`src/dkfx_pkg.sv`:
```
package dkfx_pkg;

   // Field widths
   localparam int unsigned BYTE_W = 8;
   localparam int unsigned SLOT_W = 6;
   localparam int unsigned LEN_W = 7;
   localparam int unsigned OP_W = 2;
   localparam int unsigned CSR_INDEX_W = 2;
   localparam int unsigned CSR_DATA_W = 8;

   // Default ring depth
   localparam int unsigned KEY_DEPTH_DEFAULT = 64;

   // Item operation codes
   typedef enum logic [OP_W-1:0] {
      OP_DATA     = 2'd0,
      OP_RESTART  = 2'd1,
      OP_LOAD_ONE = 2'd2,
      OP_LOAD_TWO = 2'd3
   } op_type;

   // Register indexes
   typedef enum logic [CSR_INDEX_W-1:0] {
      CSR_KEY_ONE_LENGTH = 2'd0,
      CSR_KEY_TWO_LENGTH = 2'd1,
      CSR_FEEDBACK_SEED  = 2'd2
   } csr_index_type;

   // Per-ring control from the top level
   typedef struct packed {
      logic              advance;
      logic              restart;
      logic              load;
      logic [SLOT_W-1:0] slot;
      logic [BYTE_W-1:0] data;
   } ring_ctl_type;

endpackage

```
`src/dual_key_feedback_xor_cipher.sv`:
```
// Byte stream cipher: each data item returns byte_in XOR the current byte of
// key ring one, key ring two and a running feedback byte; the feedback byte
// then adds the low byte of the product of the two key bytes and both ring
// positions step forward, wrapping at their configured lengths. The same
// transform encrypts and decrypts. A restart item zeroes both positions and
// loads the feedback seed; load items write key bytes and return nothing.
// One item is accepted every cycle while the skid entry is empty, a rate set
// by the feedback loop, one 8x8 multiply-add per cycle, and by the key
// memories, whose read data is prefetched for the next ring position. A
// two-entry output buffer, the output register and a skid entry, keeps the
// request side moving while one result waits. Key memories need no clearing
// after reset; read only entries that have been written.
module dual_key_feedback_xor_cipher #(
   parameter int unsigned KEY_ONE_DEPTH = dkfx_pkg::KEY_DEPTH_DEFAULT,
   parameter int unsigned KEY_TWO_DEPTH = dkfx_pkg::KEY_DEPTH_DEFAULT
) (
   input  logic                              clock,
   input  logic                              reset,
   input  logic                              req_valid,
   output logic                              req_ready,
   input  logic [dkfx_pkg::OP_W-1:0]         req_op,
   input  logic [dkfx_pkg::BYTE_W-1:0]       req_byte_in,
   input  logic [dkfx_pkg::SLOT_W-1:0]       req_key_slot,
   output logic                              rsp_valid,
   input  logic                              rsp_ready,
   output logic [dkfx_pkg::BYTE_W-1:0]       rsp_byte_out,
   input  logic                              csr_write_enable,
   input  logic [dkfx_pkg::CSR_INDEX_W-1:0]  csr_index,
   input  logic [dkfx_pkg::CSR_DATA_W-1:0]   csr_write_data
);
   import dkfx_pkg::*;

   logic [LEN_W-1:0]  key_one_length_ff;
   logic [LEN_W-1:0]  key_two_length_ff;
   logic [BYTE_W-1:0] feedback_seed_ff;
   logic [BYTE_W-1:0] feedback_ff;
   logic [BYTE_W-1:0] feedback_in;

   logic              req_transfer;
   logic              rsp_transfer;
   op_type            op;
   logic              is_data;
   logic              is_restart;

   ring_ctl_type      ring_one_ctl;
   ring_ctl_type      ring_two_ctl;
   logic [BYTE_W-1:0] key_one_byte;
   logic [BYTE_W-1:0] key_two_byte;
   logic [2*BYTE_W-1:0] key_product;
   logic [BYTE_W-1:0] result;

   logic              out_valid_ff;
   logic              out_valid_in;
   logic [BYTE_W-1:0] out_byte_ff;
   logic [BYTE_W-1:0] out_byte_in;
   logic              skid_valid_ff;
   logic              skid_valid_in;
   logic [BYTE_W-1:0] skid_byte_ff;
   logic [BYTE_W-1:0] skid_byte_in;

   // Register writes
   always_ff @(posedge clock) begin
      if (reset) begin
         key_one_length_ff <= LEN_W'(1);
         key_two_length_ff <= LEN_W'(1);
         feedback_seed_ff  <= '0;
      end else if (csr_write_enable) begin
         unique case (csr_index_type'(csr_index))
            CSR_KEY_ONE_LENGTH: key_one_length_ff <= LEN_W'(csr_write_data);
            CSR_KEY_TWO_LENGTH: key_two_length_ff <= LEN_W'(csr_write_data);
            CSR_FEEDBACK_SEED:  feedback_seed_ff  <= csr_write_data;
            default: ;
         endcase
      end
   end

   // Request handshake and decode
   assign req_ready    = !skid_valid_ff;
   assign req_transfer = req_valid && req_ready;
   assign rsp_transfer = out_valid_ff && rsp_ready;
   assign op           = op_type'(req_op);
   assign is_data      = req_transfer && (op == OP_DATA);
   assign is_restart   = req_transfer && (op == OP_RESTART);

   // Ring controls
   always_comb begin
      ring_one_ctl.advance = is_data;
      ring_one_ctl.restart = is_restart;
      ring_one_ctl.load    = req_transfer && (op == OP_LOAD_ONE);
      ring_one_ctl.slot    = req_key_slot;
      ring_one_ctl.data    = req_byte_in;
      ring_two_ctl.advance = is_data;
      ring_two_ctl.restart = is_restart;
      ring_two_ctl.load    = req_transfer && (op == OP_LOAD_TWO);
      ring_two_ctl.slot    = req_key_slot;
      ring_two_ctl.data    = req_byte_in;
   end

   dkfx_key_ring #(
      .DEPTH (KEY_ONE_DEPTH)
   ) u_ring_one (
      .clock       (clock),
      .reset       (reset),
      .ctl         (ring_one_ctl),
      .ring_length (key_one_length_ff),
      .key_byte    (key_one_byte)
   );

   dkfx_key_ring #(
      .DEPTH (KEY_TWO_DEPTH)
   ) u_ring_two (
      .clock       (clock),
      .reset       (reset),
      .ctl         (ring_two_ctl),
      .ring_length (key_two_length_ff),
      .key_byte    (key_two_byte)
   );

   // Transform and feedback update
   assign result      = req_byte_in ^ key_one_byte ^ key_two_byte ^ feedback_ff;
   assign key_product = key_one_byte * key_two_byte;

   always_comb begin
      feedback_in = feedback_ff;
      priority if (is_restart) begin
         feedback_in = feedback_seed_ff;
      end else if (is_data) begin
         feedback_in = feedback_ff + key_product[BYTE_W-1:0];
      end
   end

   always_ff @(posedge clock) begin
      if (reset) begin
         feedback_ff <= '0;
      end else begin
         feedback_ff <= feedback_in;
      end
   end

   // Output register with skid entry
   always_comb begin
      out_valid_in  = out_valid_ff;
      out_byte_in   = out_byte_ff;
      skid_valid_in = skid_valid_ff;
      skid_byte_in  = skid_byte_ff;
      if (skid_valid_ff) begin
         if (rsp_transfer) begin
            out_byte_in   = skid_byte_ff;
            skid_valid_in = 1'b0;
         end
      end else if (is_data) begin
         if (!out_valid_ff || rsp_transfer) begin
            out_valid_in = 1'b1;
            out_byte_in  = result;
         end else begin
            skid_valid_in = 1'b1;
            skid_byte_in  = result;
         end
      end else if (rsp_transfer) begin
         out_valid_in = 1'b0;
      end
   end

   always_ff @(posedge clock) begin
      if (reset) begin
         out_valid_ff  <= 1'b0;
         skid_valid_ff <= 1'b0;
      end else begin
         out_valid_ff  <= out_valid_in;
         skid_valid_ff <= skid_valid_in;
      end
   end

   always_ff @(posedge clock) begin
      out_byte_ff  <= out_byte_in;
      skid_byte_ff <= skid_byte_in;
   end

   assign rsp_valid    = out_valid_ff;
   assign rsp_byte_out = out_byte_ff;

endmodule

```
`src/dkfx_key_ring.sv`:
```
module dkfx_key_ring #(
   parameter int unsigned DEPTH = dkfx_pkg::KEY_DEPTH_DEFAULT
) (
   input  logic                          clock,
   input  logic                          reset,
   input  dkfx_pkg::ring_ctl_type        ctl,
   input  logic [dkfx_pkg::LEN_W-1:0]    ring_length,
   output logic [dkfx_pkg::BYTE_W-1:0]   key_byte
);
   import dkfx_pkg::*;

   localparam int unsigned IW = (DEPTH > 1) ? $clog2(DEPTH) : 1;
   localparam int unsigned CW = 9;
   localparam logic [CW-1:0] DEPTH_C = CW'(DEPTH);
   localparam logic [IW-1:0] POS_MASK = IW'((2 ** SLOT_W) - 1);

   logic [BYTE_W-1:0] mem [DEPTH];
   logic [IW-1:0]     pos_ff;
   logic [IW-1:0]     pos_in;
   logic [IW-1:0]     rd_addr;
   logic [IW-1:0]     wr_addr;
   logic              wr_en;
   logic [CW-1:0]     len_ext;
   logic [CW-1:0]     eff_len;
   logic [CW-1:0]     pos_inc;
   logic [BYTE_W-1:0] key_ff;

   // Clamp the length to 1..DEPTH
   always_comb begin
      len_ext = CW'(ring_length);
      if (len_ext == '0) begin
         eff_len = CW'(1);
      end else if (len_ext > DEPTH_C) begin
         eff_len = DEPTH_C;
      end else begin
         eff_len = len_ext;
      end
   end

   // Next ring position: restart to zero, advance with wrap
   assign pos_inc = CW'(pos_ff) + CW'(1);

   always_comb begin
      pos_in = pos_ff;
      priority if (ctl.restart) begin
         pos_in = '0;
      end else if (ctl.advance) begin
         pos_in = (pos_inc >= eff_len) ? '0 : (IW'(pos_inc) & POS_MASK);
      end
   end

   always_ff @(posedge clock) begin
      if (reset) begin
         pos_ff <= '0;
      end else begin
         pos_ff <= pos_in;
      end
   end

   // Key byte writes; slots beyond the depth drop
   assign wr_en   = ctl.load && (CW'(ctl.slot) < DEPTH_C);
   assign wr_addr = IW'(ctl.slot);
   assign rd_addr = reset ? '0 : pos_in;

   always_ff @(posedge clock) begin
      if (wr_en) begin
         mem[wr_addr] <= ctl.data;
      end
   end

   // Prefetch the byte at the next position; forward a same-cycle write
   always_ff @(posedge clock) begin
      if (wr_en && (wr_addr == rd_addr)) begin
         key_ff <= ctl.data;
      end else begin
         key_ff <= mem[rd_addr];
      end
   end

   assign key_byte = key_ff;

endmodule
```
`config.mk`:
```
export PLATFORM = sky130hd
export DESIGN_NAME = dual_key_feedback_xor_cipher
export DESIGN_NICKNAME = d
export VERILOG_FILES = /design/src/dkfx_pkg.sv /design/src/dual_key_feedback_xor_cipher.sv /design/src/dkfx_key_ring.sv
export SDC_FILE = /design/constraint.sdc
export NUM_CORES = 1
export LEC_CHECK = 0
export BUFFER_PORTS_ARGS = -buffer_cell sky130_fd_sc_hd__buf_4
export CAP_MARGIN = 20
export CORE_MARGIN = 3
export CORE_UTILIZATION = 55
export CTS_BUF_LIST = sky130_fd_sc_hd__clkbuf_2
export CTS_CLUSTER_DIAMETER = 200
export CTS_CLUSTER_SIZE = 16
export DETAILED_ROUTE_END_ITERATION = 10
export GPL_TIMING_DRIVEN = 0
export PLACE_DENSITY = 0.74
export SYNTH_ARGS = -nofsm -noshare
export SYNTH_HDL_FRONTEND = slang
export SYNTH_SLANG_ARGS = --single-unit
```
`constraint.sdc`:
```
create_clock -name clock -period 9.2 [get_ports clock]
set_input_delay 0 -clock clock [delete_from_list [all_inputs] [get_ports clock]]
set_output_delay 0 -clock clock [all_outputs]
set_load 0.02 [all_outputs]
```
==> flow_summary.toml <==
[placement]
dp_slack_ns = 1.68
place.gp.congestion = 0.935
dp_cells = 3333
dp_hpwl_um = 73200
portBuffers = 35

[floorplanning]
initial_core_util = 0.556
rows = 103
core_mm2 = 0.0791
die_h_um = 289
pin_count = 41
die-width_um = 289
die-area_mm2 = 0.0834

[critical_path]
worstSetupStartpoint = "u_ring_two.pos_ff[2]"
cpPeakStageDelay_ns = 0.89
path_max_fanout = 10
critPathArrivalTime_ns = 8.87
path_cells = "buf_4, clkbuf_1, buf_2, mux4_2, a22oi_1, nand3_1, inv_1, nor2_1, fa_1, fa_1, ha_1, inv_1, fa_1, inv_1, ha_1, a21o_1, a21oi_1, xnor2_1, xnor2_1, xnor3_1, xnor2_1, nand2b_1, a311oi_1"
worst-endpoint-required_ns = 10.37
criticalPathCategory = "reg2reg"
endpoint_kind = "register"
r2r_start = "u_ring_two.pos_ff[2]"
crit_slowest_cell = "clkbuf_1"
cp-start-kind = "register"

[flow_run]
drv_cap = 0

[logic_synthesis]
synth_cell_types = 61
post-synth-top-area-cell = "edfxtp_1"
yosys_warnings = 0
ys_seq_elements = 1084
syn_inst = 2239
synth-edff-count = 1040
syn_area_per_cell_um2 = 19.7
netlist.area_leader.share = 0.710
syn_area_mm2 = 0.0440
synthTopCellsByArea = "edfxtp_1 (71%), mux4_2 (14%), dfxtp_1 (2.0%)"
synth_flop_cell = "edfxtp_1"
synth.net_count = 2321
ys_async_sr_fraction = 0
yosysSeqAreaShare = 0.730

[global_route]
grt_pass1_vias = 22982
grt_pass1_wl_um = 162000
gr-total-overflow = 0
grtUsageTotal = 0.276
grt_max_degree = 130
antenna_found_initial = 5

[timing]
finalMaxSlewViolations = 0
maxSlewHeadroom = 0.168
tightest_slew_ns = 1.25
finalHoldViolCount = 0
min_period_ns = 7.70
fin_setup_tns_ns = 0
finalClockSkew_ns = 0.123
max_freq_mhz = 130
holdWs_ns = 0.173
rsz0062_at_grt = "false"
worst_slack_ns = 1.50
final-setup-viol-count = 0
fin_crit_sh = 0.837

[clock_network]
cts_root_buffer = "clkbuf_2"
cts_tree = "done"
cts.sinks = 1084
cts_setup_buffers = 0
clk_latency_ns = 1.24
cts_buffer_depth = 3
htree_levels = 3
cts_inserted_buffers = 77
clk_pin_slew_worst_paths_ns = 0.32

[routing]
drtPass1Iterations = 5
wire_per_inst_um = 32.0
drt_wl_total_um = 113000
drc = 0
first_iter_violations = 3583
vias = 23210
final_antenna_net_count = 0
viasPerCell = 6.56

[cells_and_area]
area_delta_synth_final_pct = 7.74
final_core_util = 0.599
fin_cells = 3536
fill_cells = 5605
drive_above_1_share = 0.213
layout.nets = 2531

[power]
powerDensity_mw_per_mm2 = 161
vdd_drop_max_v = 0.0000895
power_leakage_nw = 14.6

[run_status]
outcome = "completed"

[hold_path]
min_from = "csr_write_data[1]"
min_path_type = "in2reg"
==> registers in the layout, indices dropped and copies added, names as in the netlist <==
register and count:
feedback_ff 8, feedback_seed_ff 8, key_one_length_ff 7, key_two_length_ff 7, rsp_byte_out 8, rsp_valid 1, skid_byte_ff 8, skid_valid_ff 1
u_ring_one.mem 512, u_ring_one.pos_ff 6, u_ring_two.mem 512, u_ring_two.pos_ff 6
==> power breakdown <==
| part | internal, mW | switching, mW | total, mW |
|---|---|---|---|
| Combinational | 0.159 | 0.237 | 0.396 |
| Clock | 0.373 | 1.42 | 1.79 |
| Sequential | 5.42 | 0.00891 | 5.43 |
| Total | 5.95 | 1.66 | 7.61 |
==> critical path: cells and delay by family, from the launching register on <==
kind                       cells  cell delay, ns
AOI/OAI and AO/OA              4            1.08
xor gates and xnor gates       4            0.91
adders and majority gates      5            1.95
buffers and inverters          6            2.10
DFF                            1            0.63
muxes                          1            0.41
and+or+nand+nor                3            0.53
==> cells in the mapped netlist (10+ instances only) <==
| cell type | n |
|---|---|
| nor2_1 | 205 |
| clkbuf_1 | 41 |
| xnor2_1 | 42 |
| nand2b_1 | 11 |
| ha_1 | 33 |
| inv_1 | 47 |
| a21oi_1 | 21 |
| o21ai_0 | 12 |
| dfxtp_1 | 44 |
| buf_4 | 26 |
| fa_1 | 18 |
| buf_2 | 34 |
| nand3_1 | 24 |
| nor2b_1 | 24 |
| edfxtp_1 | 1040 |
| a22oi_1 | 23 |
| buf_6 | 11 |
| nand2_1 | 96 |
| mux2i_1 | 78 |
| nor3_1 | 10 |
| mux4_2 | 273 |
| a211oi_1 | 11 |
==> through the flow <==
stage	power, mW	instance area, um^2
finish	7.61	47400
global placement	5.87	45600
CTS	7.62	47300
global route	7.84	47400
floorplan	5.72	44000
detailed placement	5.89	45800
==> area by class of cell <==
type / instances / area, um^2 / share of cell area
clock inverters: 4 / 93.8 / 0.00198
inverters: 49 / 184 / 0.00388
clock buffers: 104 / 520 / 0.0110
diodes: 8 / 20.0 / 0.000422
plain buffers: 118 / 688 / 0.0145
multi-input cells: 988 / 11000 / 0.232
repair buffers: 131 / 1460 / 0.0307
flip-flops and latches: 1084 / 32100 / 0.677
well taps: 1050 / 1310 / 0.0277
==> final timing paths <==
path                          end  slack, ns  cells past startpoint
min          key_one_length_ff[1]       0.17                      5
max reg2reg        feedback_ff[7]       1.50                     23
max                feedback_ff[7]       1.50                     23
min reg2reg  key_two_length_ff[0]       0.54                      1
==> layout by cell type (no fill, tap or decap), types with 23 or more instances in the layout <==
cell | synthesis | final
ha_1 | 33 | 33
nand2_1 | 96 | 96
inv_1 | 47 | 47
nor2b_1 | 24 | 24
nor2_1 | 205 | 205
xnor2_1 | 42 | 42
dlygate4sd3_1 | 0 | 76
clkbuf_2 | 0 | 104
buf_4 | 26 | 62
dfxtp_1 | 44 | 44
mux2i_1 | 78 | 78
edfxtp_1 | 1040 | 1040
mux4_2 | 273 | 273
nand3_1 | 24 | 24
a22oi_1 | 23 | 23
clkbuf_1 | 41 | 41
buf_2 | 34 | 34
==> cells by family after synthesis <==
group / Yosys count / share of synthesized area
AO/OA/AOI/OAI: 109 / 0.0174
flip-flops: 1084 / 0.730
adder cells (fa/ha/maj): 51 / 0.0176
XOR/XNOR: 49 / 0.0101
multiplexers: 366 / 0.164
AND/OR/NAND/NOR: 413 / 0.0418
buffers and inverters: 167 / 0.0198
==> routing by layer <==
layer / part of all wire / GRT usage
met1: 0.38 / 0.400
met3: 0.13 / 0.0784
met5: 0.000097 / 0
met4: 0.031 / 0.0876
met2: 0.46 / 0.414
==> timing repair <==
action                    4_1_cts  5_1_grt
hold endpoints to repair     2122       97
gates resized for setup         0        0
hold buffers                   80        2
No activity file was read; power rests on OpenSTA's default activity.
